==> config.mk <==
export PLATFORM = sky130hd
export DESIGN_NAME = sha1_message_digest_core
export DESIGN_NICKNAME = d
export VERILOG_FILES = /design/src/sha1md_pkg.sv /design/src/sha1md_sched.sv /design/src/sha1md_round.sv /design/src/sha1_message_digest_core.sv
export VERILOG_INCLUDE_DIRS = /design/src /design/src/src
export SDC_FILE = /design/constraint.sdc
export NUM_CORES = 2
export LEC_CHECK = 0
export BUFFER_PORTS_ARGS = -buffer_cell sky130_fd_sc_hd__clkbuf_2
export CORE_MARGIN = 3
export CORE_UTILIZATION = 40
export CTS_CLUSTER_SIZE = 10
export DETAILED_ROUTE_END_ITERATION = 10
export GPL_ROUTABILITY_DRIVEN = 0
export GPL_TIMING_DRIVEN = 0
export HOLD_SLACK_MARGIN = 0.05
export RECOVER_POWER = 25
export SLEW_MARGIN = 20
export SYNTH_ARGS = -nofsm -noshare
export SYNTH_HDL_FRONTEND = slang
export SYNTH_SLANG_ARGS = --single-unit
==> constraint.sdc <==
create_clock -name clock -period 18.3 [get_ports clock]
set_clock_uncertainty 0.05 [all_clocks]
set_input_delay 2.745 -clock clock [delete_from_list [all_inputs] [get_ports clock]]
set_output_delay 2.745 -clock clock [all_outputs]
set_load 0.02 [all_outputs]
==> src/sha1_message_digest_core_assert.svh <==
// ----------------------------------------------------------------------------
// SHA-1 digest core assertion macros
// Shared property templates for the digest core checks.
// ----------------------------------------------------------------------------
`ifndef SHA1_MESSAGE_DIGEST_CORE_ASSERT_SVH
`define SHA1_MESSAGE_DIGEST_CORE_ASSERT_SVH

// Same-cycle implication, disabled during reset
`define SHA1MD_ASSERT_IMPL(name, clk, rst, ante, cons, msg) \
   name: assert property (@(posedge clk) disable iff (rst) (ante) |-> (cons)) \
      else $error(msg);

// Next-cycle implication, disabled during reset
`define SHA1MD_ASSERT_NEXT(name, clk, rst, ante, cons, msg) \
   name: assert property (@(posedge clk) disable iff (rst) (ante) |=> (cons)) \
      else $error(msg);

`endif

==> src/sha1md_pkg.sv <==
// ----------------------------------------------------------------------------
// sha1md_pkg
// Types, constants and round functions shared by the SHA-1 digest core.
// ----------------------------------------------------------------------------
`default_nettype none

package sha1md_pkg;

   localparam int WORD_W      = 32;
   localparam int NUM_CHAIN   = 5;
   localparam int WIN_WORDS   = 16;
   localparam int BLOCK_W     = WORD_W * WIN_WORDS;

   typedef logic [WORD_W-1:0]              word_type;
   typedef logic [NUM_CHAIN-1:0][WORD_W-1:0] chain_type;
   typedef logic [6:0]                     round_type;
   typedef logic [5:0]                     pos_type;
   typedef logic [2:0]                     widx_type;
   typedef logic [63:0]                    len_type;

   // Chaining value after reset, element 0 is H0
   localparam chain_type IV_WORDS = {32'hC3D2E1F0, 32'h10325476, 32'h98BADCFE,
                                     32'hEFCDAB89, 32'h67452301};

   localparam round_type LAST_ROUND     = 7'd79;
   localparam pos_type   LAST_BYTE_POS  = 6'd63;
   localparam pos_type   LEN_FIELD_POS  = 6'd56;   // 448 bits into the block
   localparam logic [7:0] PAD_MARK_BYTE = 8'h80;
   localparam logic [2:0] LAST_LEN_BYTE = 3'd7;
   localparam widx_type  LAST_WORD_IDX  = 3'd4;
   localparam len_type   BYTE_BITS      = 64'd8;

   typedef enum logic [2:0] {
      ST_IDLE,
      ST_ROUND,
      ST_ADD,
      ST_PAD_MARK,
      ST_PAD_ZERO,
      ST_PAD_LEN,
      ST_OUT
   } state_type;

   // Control to the message schedule window
   typedef struct packed {
      logic       push;
      logic [7:0] data;
      logic       step;
   } sched_ctl_type;

   // Control to the round datapath
   typedef struct packed {
      logic init;
      logic load;
      logic step;
      logic add;
   } round_ctl_type;

   // Round constant for round t
   function automatic word_type round_k(input round_type t);
      word_type k;
      priority if (t < 7'd20) k = 32'h5A827999;
      else if (t < 7'd40)     k = 32'h6ED9EBA1;
      else if (t < 7'd60)     k = 32'h8F1BBCDC;
      else                    k = 32'hCA62C1D6;
      return k;
   endfunction

   // Boolean function for round t
   function automatic word_type round_f(input round_type t, input word_type b,
                                        input word_type c, input word_type d);
      word_type f;
      priority if (t < 7'd20) f = (b & c) | (~b & d);
      else if (t < 7'd40)     f = b ^ c ^ d;
      else if (t < 7'd60)     f = (b & c) | (b & d) | (c & d);
      else                    f = b ^ c ^ d;
      return f;
   endfunction

endpackage

`default_nettype wire

==> src/sha1md_sched.sv <==
// ----------------------------------------------------------------------------
// sha1md_sched
// 512-bit message window: bytes shift in big-endian, then each round shifts
// one word out and appends the next expanded schedule word.
// ----------------------------------------------------------------------------
`default_nettype none

module sha1md_sched (
   input  wire logic                   clock,
   input  wire sha1md_pkg::sched_ctl_type ctl,
   output sha1md_pkg::word_type        w_cur
);

   logic [sha1md_pkg::BLOCK_W-1:0] win_ff;
   logic [sha1md_pkg::BLOCK_W-1:0] win_in;
   sha1md_pkg::word_type           w_mix;
   sha1md_pkg::word_type           w_new;

   // Word j of the window sits at the top minus j words
   assign w_cur = win_ff[sha1md_pkg::BLOCK_W-1 -: sha1md_pkg::WORD_W];

   // W[t+16] = rotl1(W[t+13] ^ W[t+8] ^ W[t+2] ^ W[t])
   always_comb begin
      w_mix = win_ff[sha1md_pkg::BLOCK_W-1-13*sha1md_pkg::WORD_W -: sha1md_pkg::WORD_W]
            ^ win_ff[sha1md_pkg::BLOCK_W-1-8*sha1md_pkg::WORD_W  -: sha1md_pkg::WORD_W]
            ^ win_ff[sha1md_pkg::BLOCK_W-1-2*sha1md_pkg::WORD_W  -: sha1md_pkg::WORD_W]
            ^ w_cur;
      w_new = {w_mix[sha1md_pkg::WORD_W-2:0], w_mix[sha1md_pkg::WORD_W-1]};
   end

   // Byte push or word shift
   always_comb begin
      win_in = win_ff;
      priority if (ctl.push) begin
         win_in = {win_ff[sha1md_pkg::BLOCK_W-9:0], ctl.data};
      end else if (ctl.step) begin
         win_in = {win_ff[sha1md_pkg::BLOCK_W-sha1md_pkg::WORD_W-1:0], w_new};
      end
   end

   // Payload storage, no reset needed
   always_ff @(posedge clock) begin
      win_ff <= win_in;
   end

endmodule

`default_nettype wire

==> src/sha1md_round.sv <==
// ----------------------------------------------------------------------------
// sha1md_round
// Working words a..e with the shared round adder, and the chaining words
// that collect each block's result.
// ----------------------------------------------------------------------------
`default_nettype none

module sha1md_round (
   input  wire logic                    clock,
   input  wire logic                    reset,
   input  wire sha1md_pkg::round_ctl_type ctl,
   input  wire sha1md_pkg::round_type   round_t,
   input  wire sha1md_pkg::word_type    w_cur,
   output sha1md_pkg::chain_type        chain
);

   sha1md_pkg::chain_type chain_ff;
   sha1md_pkg::chain_type chain_in;
   sha1md_pkg::chain_type work_ff;
   sha1md_pkg::chain_type work_in;
   sha1md_pkg::word_type  a, b, c, d, e;
   sha1md_pkg::word_type  tmp;

   assign chain = chain_ff;
   assign a = work_ff[0];
   assign b = work_ff[1];
   assign c = work_ff[2];
   assign d = work_ff[3];
   assign e = work_ff[4];

   // One round: rotl(a,5) + f + e + K + W
   assign tmp = {a[26:0], a[31:27]} + sha1md_pkg::round_f(round_t, b, c, d) + e
              + sha1md_pkg::round_k(round_t) + w_cur;

   // Working words
   always_comb begin
      work_in = work_ff;
      priority if (ctl.load) begin
         work_in = chain_ff;
      end else if (ctl.step) begin
         work_in[0] = tmp;
         work_in[1] = a;
         work_in[2] = {b[1:0], b[31:2]};
         work_in[3] = c;
         work_in[4] = d;
      end
   end

   // Chaining words: restart or fold in the block result
   always_comb begin
      chain_in = chain_ff;
      priority if (ctl.init) begin
         chain_in = sha1md_pkg::IV_WORDS;
      end else if (ctl.add) begin
         for (int i = 0; i < sha1md_pkg::NUM_CHAIN; i++) begin
            chain_in[i] = chain_ff[i] + work_ff[i];
         end
      end
   end

   always_ff @(posedge clock) begin
      if (reset) begin
         chain_ff <= sha1md_pkg::IV_WORDS;
      end else begin
         chain_ff <= chain_in;
      end
   end

   always_ff @(posedge clock) begin
      work_ff <= work_in;
   end

endmodule

`default_nettype wire

==> src/sha1_message_digest_core.sv <==
// ----------------------------------------------------------------------------
// sha1_message_digest_core
// SHA-1 over a byte stream: length counting, padding, 80-round compression
// per 64-byte block and a five-word digest on the end-of-message item.
//
//   channel  dir  handshake            payload
//   req_     in   req_valid/req_stall  data_byte, byte_valid, end_of_message
//   rsp_     out  rsp_valid/rsp_stall  digest_word, word_index, last_word
//
// A byte that fills a 64-byte block starts a compression: 80 rounds
// through the single round adder, then the chaining add.
// An end item pads one byte per cycle, pausing in ST_PAD_ZERO before the
// length field, with one or two more compressions, then offers five digest
// items; req_stall stays high until the last is taken.
// Synchronous reset returns control state and chaining words to their start.
// rsp_stall only holds the current digest item; it never loses state.
// ----------------------------------------------------------------------------
`default_nettype none

module sha1_message_digest_core (
   input  wire logic        clock,
   input  wire logic        reset,
   input  wire logic        req_valid,
   output logic             req_stall,
   input  wire logic [7:0]  req_data_byte,
   input  wire logic        req_byte_valid,
   input  wire logic        req_end_of_message,
   output logic             rsp_valid,
   input  wire logic        rsp_stall,
   output logic [31:0]      rsp_digest_word,
   output logic [2:0]       rsp_word_index,
   output logic             rsp_last_word
);

`include "sha1_message_digest_core_assert.svh"

   sha1md_pkg::state_type     state_ff, state_in;
   sha1md_pkg::state_type     resume_ff, resume_in;
   sha1md_pkg::pos_type       pos_ff, pos_in;
   sha1md_pkg::len_type       len_ff, len_in;
   sha1md_pkg::round_type     round_ff, round_in;
   logic [2:0]                len_cnt_ff, len_cnt_in;
   sha1md_pkg::widx_type      out_cnt_ff, out_cnt_in;

   sha1md_pkg::sched_ctl_type sched_ctl;
   sha1md_pkg::round_ctl_type round_ctl;
   sha1md_pkg::word_type      w_cur;
   sha1md_pkg::chain_type     chain;

   logic req_acc;
   logic rsp_acc;
   logic wrap;
   logic out_done;

   assign req_acc  = req_valid && !req_stall;
   assign rsp_acc  = rsp_valid && !rsp_stall;
   assign wrap     = sched_ctl.push && (pos_ff == sha1md_pkg::LAST_BYTE_POS);
   assign out_done = rsp_acc && (out_cnt_ff == sha1md_pkg::LAST_WORD_IDX);

   // Next state
   always_comb begin
      state_in = state_ff;
      unique case (state_ff)
         sha1md_pkg::ST_IDLE: begin
            if (req_acc) begin
               priority if (wrap)             state_in = sha1md_pkg::ST_ROUND;
               else if (req_end_of_message)   state_in = sha1md_pkg::ST_PAD_MARK;
               else                           state_in = sha1md_pkg::ST_IDLE;
            end
         end
         sha1md_pkg::ST_ROUND: begin
            if (round_ff == sha1md_pkg::LAST_ROUND) state_in = sha1md_pkg::ST_ADD;
         end
         sha1md_pkg::ST_ADD: begin
            state_in = resume_ff;
         end
         sha1md_pkg::ST_PAD_MARK: begin
            state_in = wrap ? sha1md_pkg::ST_ROUND : sha1md_pkg::ST_PAD_ZERO;
         end
         sha1md_pkg::ST_PAD_ZERO: begin
            priority if (pos_ff == sha1md_pkg::LEN_FIELD_POS)
               state_in = sha1md_pkg::ST_PAD_LEN;
            else if (wrap)
               state_in = sha1md_pkg::ST_ROUND;
            else
               state_in = sha1md_pkg::ST_PAD_ZERO;
         end
         sha1md_pkg::ST_PAD_LEN: begin
            if (wrap) state_in = sha1md_pkg::ST_ROUND;
         end
         sha1md_pkg::ST_OUT: begin
            if (out_done) state_in = sha1md_pkg::ST_IDLE;
         end
         default: state_in = sha1md_pkg::ST_IDLE;
      endcase
   end

   // State outputs: byte feed, round control, handshakes
   always_comb begin
      sched_ctl = '0;
      round_ctl = '0;
      req_stall = 1'b1;
      rsp_valid = 1'b0;
      unique case (state_ff)
         sha1md_pkg::ST_IDLE: begin
            req_stall      = 1'b0;
            sched_ctl.push = req_acc && req_byte_valid;
            sched_ctl.data = req_data_byte;
         end
         sha1md_pkg::ST_ROUND: begin
            sched_ctl.step = 1'b1;
            round_ctl.step = 1'b1;
         end
         sha1md_pkg::ST_ADD: begin
            round_ctl.add = 1'b1;
         end
         sha1md_pkg::ST_PAD_MARK: begin
            sched_ctl.push = 1'b1;
            sched_ctl.data = sha1md_pkg::PAD_MARK_BYTE;
         end
         sha1md_pkg::ST_PAD_ZERO: begin
            sched_ctl.push = (pos_ff != sha1md_pkg::LEN_FIELD_POS);
            sched_ctl.data = 8'h00;
         end
         sha1md_pkg::ST_PAD_LEN: begin
            // Length goes out most significant byte first
            sched_ctl.push = 1'b1;
            sched_ctl.data = len_ff[{~len_cnt_ff, 3'b000} +: 8];
         end
         sha1md_pkg::ST_OUT: begin
            rsp_valid      = 1'b1;
            round_ctl.init = out_done;
         end
         default: begin
            req_stall = 1'b1;
         end
      endcase
      // Working words load from the chain as a block completes
      round_ctl.load = wrap;
   end

   // Counters and length
   always_comb begin
      pos_in     = pos_ff;
      len_in     = len_ff;
      round_in   = round_ff;
      len_cnt_in = len_cnt_ff;
      out_cnt_in = out_cnt_ff;
      resume_in  = resume_ff;

      if (sched_ctl.push) pos_in = pos_ff + 6'd1;
      if (req_acc && req_byte_valid) len_in = len_ff + sha1md_pkg::BYTE_BITS;
      if (out_done) len_in = '0;

      if (state_ff == sha1md_pkg::ST_ROUND) begin
         round_in = (round_ff == sha1md_pkg::LAST_ROUND) ? 7'd0 : round_ff + 7'd1;
      end
      if (state_ff == sha1md_pkg::ST_PAD_LEN) len_cnt_in = len_cnt_ff + 3'd1;
      if (rsp_acc) begin
         out_cnt_in = out_done ? 3'd0 : out_cnt_ff + 3'd1;
      end

      // Where to continue after the block's chaining add
      if (wrap) begin
         unique case (state_ff)
            sha1md_pkg::ST_IDLE:
               resume_in = req_end_of_message ? sha1md_pkg::ST_PAD_MARK
                                              : sha1md_pkg::ST_IDLE;
            sha1md_pkg::ST_PAD_LEN: resume_in = sha1md_pkg::ST_OUT;
            default:                resume_in = sha1md_pkg::ST_PAD_ZERO;
         endcase
      end
   end

   always_ff @(posedge clock) begin
      if (reset) begin
         state_ff   <= sha1md_pkg::ST_IDLE;
         resume_ff  <= sha1md_pkg::ST_IDLE;
         pos_ff     <= '0;
         len_ff     <= '0;
         round_ff   <= '0;
         len_cnt_ff <= '0;
         out_cnt_ff <= '0;
      end else begin
         state_ff   <= state_in;
         resume_ff  <= resume_in;
         pos_ff     <= pos_in;
         len_ff     <= len_in;
         round_ff   <= round_in;
         len_cnt_ff <= len_cnt_in;
         out_cnt_ff <= out_cnt_in;
      end
   end

   sha1md_sched u_sched (
      .clock (clock),
      .ctl   (sched_ctl),
      .w_cur (w_cur)
   );

   sha1md_round u_round (
      .clock   (clock),
      .reset   (reset),
      .ctl     (round_ctl),
      .round_t (round_ff),
      .w_cur   (w_cur),
      .chain   (chain)
   );

   // Digest items straight from the chaining words
   assign rsp_digest_word = chain[out_cnt_ff];
   assign rsp_word_index  = out_cnt_ff;
   assign rsp_last_word   = (out_cnt_ff == sha1md_pkg::LAST_WORD_IDX);

   // Checks
   `SHA1MD_ASSERT_IMPL(a_no_req_during_rsp, clock, reset, rsp_valid, req_stall, "input taken while digest pending")
   `SHA1MD_ASSERT_IMPL(a_out_block_aligned, clock, reset, state_ff == sha1md_pkg::ST_OUT, pos_ff == 6'd0, "digest offered mid-block")
   `SHA1MD_ASSERT_NEXT(a_rounds_run, clock, reset, (state_ff == sha1md_pkg::ST_ROUND) && (round_ff != sha1md_pkg::LAST_ROUND), state_ff == sha1md_pkg::ST_ROUND, "round loop left early")
   `SHA1MD_ASSERT_IMPL(a_last_word_idx, clock, reset, rsp_valid && rsp_last_word, rsp_word_index == sha1md_pkg::LAST_WORD_IDX, "last flag on wrong word")

endmodule

`default_nettype wire
# == Word level (Yosys, flattened, before mapping) ==
# Cells that the tools add are included.
# W data, S select, Z words.
# word_totals
reg_bits,921
output_inout_bits,38
inputBits,14
elab_cells,108
# op_classes
n_bitwise,14
reduce_logical,12
n_mux,30
add_sub_neg,14
n_shift,1
n_lt_le_gt_ge,4
n_eq_ne,15
# ops
cell,n
$mux W512,2
$mux W160,2
$add A32 B32 Y32,9
$mux W32,6
$xor A32 B32 Y32,5
$and A32 B32 Y32,4
$bmux W32 S3,1
$or A32 B32 Y32,3
$add A64 B4 Y64 const B,1
$shiftx A64 B7 Y8,1
$pmux W9 S4,1
$not A32 Y32,1
$mux W31,1
$mux W3,7
$pmux W3 S7,1
$lt A7 B6 Y1 const B,2
$eq A3 B3 Y1 const B,4
$eq A6 B6 Y1 const B,2
$ne A2 B2 Y1 const B,4
$add A7 B1 Y7 const B,1
$eq A7 B7 Y1 const B,1
$lt A7 B5 Y1 const B,1
$mux W7,1
$add A3 B1 Y3 const B,2
other kinds (15),27

# == Logic depth before layout (Yosys ltp) ==
# logic_depth
ltp_word,12
ltp_mapped,26
mapped_depth_nobuf,24

# == Hierarchy ==
# A second synthesis with hierarchy kept.
# unflattened
hier_cells,4618
hier_area_um2,54208.2
# by_module_without_submodules
module,seq_area_each_um2,cells_per_inst,n_inst,area_per_inst_um2
sha1md_round,8007.7,2651,1,24961.4
sha1md_sched,15374.7,1246,1,23251.0
sha1_message_digest_core,1721.7,721,1,5995.8

# == Least setup slack after synthesis ==
# Ideal clock, no wire load.
# synth_path
path_type,input-to-reg
start,input port req_valid
end,register u_sched.win_ff[0] in the netlist's numbering (enable)
setup_time_ps,3674
arrival_ps,11974
t_required_ps,14576
path_stages,5
slack_ps,2603
n_path_buf,2
cell_sequence,a31oi_1 -> o32a_1 -> clkbuf_1 -> clkbuf_1 -> nand2_1
# synth_via
elab_chain_len,4
# synth_lines
item,line,rtl
from (decl),sha1_message_digest_core.sv:23,"input wire logic req_valid,"
$logic_and A1 B1 Y1,sha1_message_digest_core.sv:55,assign req_acc = req_valid && !req_stall;
$logic_and A1 B1 Y1,sha1_message_digest_core.sv:107,sched_ctl.push = req_acc && req_byte_valid;
$pmux W9 S4,sha1_message_digest_core.sv:104,unique case (state_ff)
$reduce_bool A2 Y1 (no source line),-,
to (signal assigned),sha1md_sched.sv:43,win_ff <= win_in;
to (decl),sha1md_sched.sv:14,logic [sha1md_pkg::BLOCK_W-1:0] win_ff;
# Every way passes these cells.
# A chain may end at the register's enable or synchronous reset.

==> summary.txt <==
Area Overhead vs Synth: 11.28%
Crit. End Element: flop
dpl hpwl: 133700 µm
Tmin final: 9.161 ns
NumNets Final: 6284
HP Start: resume_ff[0]
Die Height: 369.1 µm
Hold WC Path Type: reg -> reg
FF+latch count, synth: 918
Skew-Pair Late Insertion Delay: 0.75 ns
normalized max-slew margin: 3.675%
Clock H-tree levels: 3
Ports: 52
number of synthesized flops with an enable pin: 672
core area: 0.1301 mm²
leakage power: 24.20 nW
drt via density: 5.472
Syn Std Cell Area: 0.05272 mm²
initial antenna violation count: 4
synth unique cells: 90
CTS Buf Count: 107
Final Core Density: 45.08%
R2R setup slack: 9.14 ns
largest net degree at the start of global routing: 59
Iteration-0 DRC Markers: 4486
GRT Overall Usage: 25.34%
Setup TNS: 0 ns
RSZ-0062 raised after global routing: false
wire per inst: 22.65 µm
hold endpoint: resume_ff[0]
crit share post-route: 50.06%
Syn Nets: 6111
asr flop ratio synth: 0%
postcts setup bufs: 0
Hold-fix buffers, CTS: 0
clk buf depth: 3
row count: 132
die area: 0.1362 mm²
DRC violations left: 0
R2R Path End: u_round.a[30]
WP data required: 18.69 ns
sequential cell area fraction in the yosys report: 47.62%
Avg Synthesized Cell Area: 9.134 µm²
Worst R2R Path Depth: 24
final antenna-violating net count: 0
drt first pass iters: 6
Root Driver: clkbuf_16
sw power: 0.004719 W
share of cells above drive strength 1: 4.363%
kind of critical path: reg -> reg
crit path launch type: flop
Sinks on Clock Net: 918
maxcap violations: 0
internal power: 0.006518 W
final WL: 175600 µm
Syn. warnings: 0
maximum clock rate: 109.2 MHz
clk slew on worst S/H paths: 0.06 ns
PD cells: 191.5 mW/mm²
Hold WS: 0.4211 ns
Port-buffer cells: 51
Sw Share: 41.99%
combinational power share: 46.8%
sequential power share: 35.3%
Hold Path Depth: 2
Final Max Slew Viols: 0
Die Span X: 369.1 µm
Mapped Cells: 5772
initial core utilization: 40.51%
Crit Reg-Reg Startpoint: round_ff[4]
clock power share: 17.9%
ys flop type: edfxtp_1
outcome: complete, no violations
setup violators final: 0
TritonCTS clock tree: built
number of global-route vias before repair: 41300
first-pass GRT wire length: 258900 µm
peak supply drop: 0.1105 mV
Crit Path Max Fanout: 10
total power: 0.01124 W
Fillers: 12740
# resized after CTS: 0
Worst-Margin Slew: 1.445 ns
critical path data arrival time: 9.55 ns
Final Hold Viols: 0
total grt overflow: 0
Via Count: 42410
logic make-up (layout without fill, tap and decap cells):
logic type	Yosys count	after routing	synth area share, %
compound gates	964	964	11.50
simple gates	2643	2643	20.13
other cells	0	4	0
flops	918	918	47.62
buf+inv	487	720	3.484
fa+ha+maj	325	325	9.407
mux	121	121	2.646
xor+xnor	314	314	5.216
critical path, stage by stage (launching register included):
cell and delay [ns]:
dfxtp_1 0.31, clkbuf_1 0.30, a41oi_1 0.56, nand2_1 0.90, inv_1 0.20, nor2_2 0.46
clkbuf_1 0.97, a221oi_1 0.33, fa_1 0.58, inv_1 0.05, fa_1 0.50, inv_1 0.05
fa_1 0.57, inv_1 0.06, ha_1 0.30, a211oi_1 0.40, o21ai_1 0.20, a32o_1 0.30
a221o_1 0.41, nor3_2 0.27, o21ai_1 0.21, a211o_1 0.30, a21oi_1 0.19, xor2_1 0.26
o21ai_1 0.09
metrics by stage:
step                      std cells  instance area [µm²]  worst slack [ns]
after global placement         7565                55160            -3.649
after detailed placement       7578                55520             9.242
after CTS                      7747                58690             9.148
final                          7751                58670             9.139
after global routing           7749                58660             8.896
after floorplan                5772                52720             2.603
sequential cells by signal, indices dropped and copies added, names as in the netlist, 6 cells and up:
register / count
len_ff: 61
pos_ff: 6
round_ff: 7
u_sched.win_ff: 512
u_round.e: 32
u_round.a: 32
u_round.b: 32
u_round.c: 32
u_round.chain: 160
u_round.d: 32
power groups by stage:
stage	Sequential, W	Clock (W)	Combinational [W]
floorplan	0.00392	0	0.00386
global placement	0.00433	0	0.00502
detailed placement	0.00399	0	0.00517
CTS	0.00395	0.00204	0.00521
global route	0.00402	0.00211	0.00586
finish	0.00397	0.00201	0.00526
worst max-delay path by stage:
| stage | from | to | slack (ns) | cells after the start |
|---|---|---|---|---|
| after floorplan | req_valid | u_sched.win_ff[0] | 2.60 | 5 |
| after global placement | req_valid | u_sched.win_ff[300] | -3.65 | 6 |
| after detailed placement | round_ff[4] | u_round.a[30] | 9.24 | 24 |
| after CTS | round_ff[4] | u_round.a[30] | 9.15 | 24 |
| after global routing | round_ff[4] | u_round.a[30] | 8.90 | 24 |
| final | round_ff[4] | u_round.a[30] | 9.14 | 24 |
Yosys cell counts (all sizes together) (7+ instances only):
master / number / share of area, %
fa: 119 / 4.5
dfxtp: 246 / 9.3
inv: 222 / 1.6
a211o: 7 / 0.12
o211ai: 45 / 0.65
nor3: 33 / 0.34
o21ai: 247 / 2.4
a31o: 8 / 0.13
o221ai: 8 / 0.13
o221a: 7 / 0.15
o311ai: 7 / 0.12
mux2i: 100 / 1.9
a31oi: 25 / 0.30
xor2: 110 / 1.8
nand2: 2075 / 15
a221o: 14 / 0.27
buf: 31 / 0.24
nand2b: 36 / 0.43
mux4: 14 / 0.60
o21a: 33 / 0.47
edfxtp: 672 / 38
a21o: 77 / 1.1
nor2: 270 / 1.9
a221oi: 15 / 0.25
and2: 11 / 0.13
o21bai: 21 / 0.30
o31ai: 13 / 0.26
nor4: 9 / 0.11
o22ai: 35 / 0.42
ha: 206 / 4.9
nand4: 19 / 0.23
or3: 22 / 0.26
mux2: 7 / 0.15
and3: 33 / 0.39
clkbuf: 233 / 1.7
nand3: 74 / 0.70
xnor2: 204 / 3.4
nor2b: 32 / 0.39
a211oi: 41 / 0.60
and4: 10 / 0.17
a21oi: 311 / 3.0
layout make-up:
class                      count  area [µm²]  area share (%)
tap                         1742        2180           3.715
sequential                   918       25100           42.79
timing repair buffer          64       575.6          0.9810
buffer                       264        1008           1.719
clock buffer                 156        3004           5.121
clock inverter                13       168.9          0.2879
antenna                        4       10.01         0.01706
inverter                     223       837.1           1.427
multi-input combinational   4367       25780           43.94
per-layer routing:
layer / track usage, % / up-vias / share of wire (%)
li1: - / 20020 / -
met3: 3.787 / 387 / 7.4
met1: 32.60 / 20360 / 41
met2: 41.71 / 1641 / 46
met4: 12.55 / 2 / 5.5
met5: 0 / - / 0.0051
cells in the final DEF, fill, tap and decap left out, types with 54 or more instances in the layout:
master / n
xor2_1: 110
clkbuf_2: 54
dfxtp_1: 246
clkbuf_16: 109
ha_1: 206
nand3_1: 74
nor2_1: 268
edfxtp_1: 672
clkbuf_1: 274
mux2i_1: 100
fa_1: 119
nand2_1: 2073
a21o_1: 77
xnor2_1: 204
o21ai_0: 204
inv_1: 221
a21oi_1: 310
Note: power is estimated with default switching activity, not from simulation.
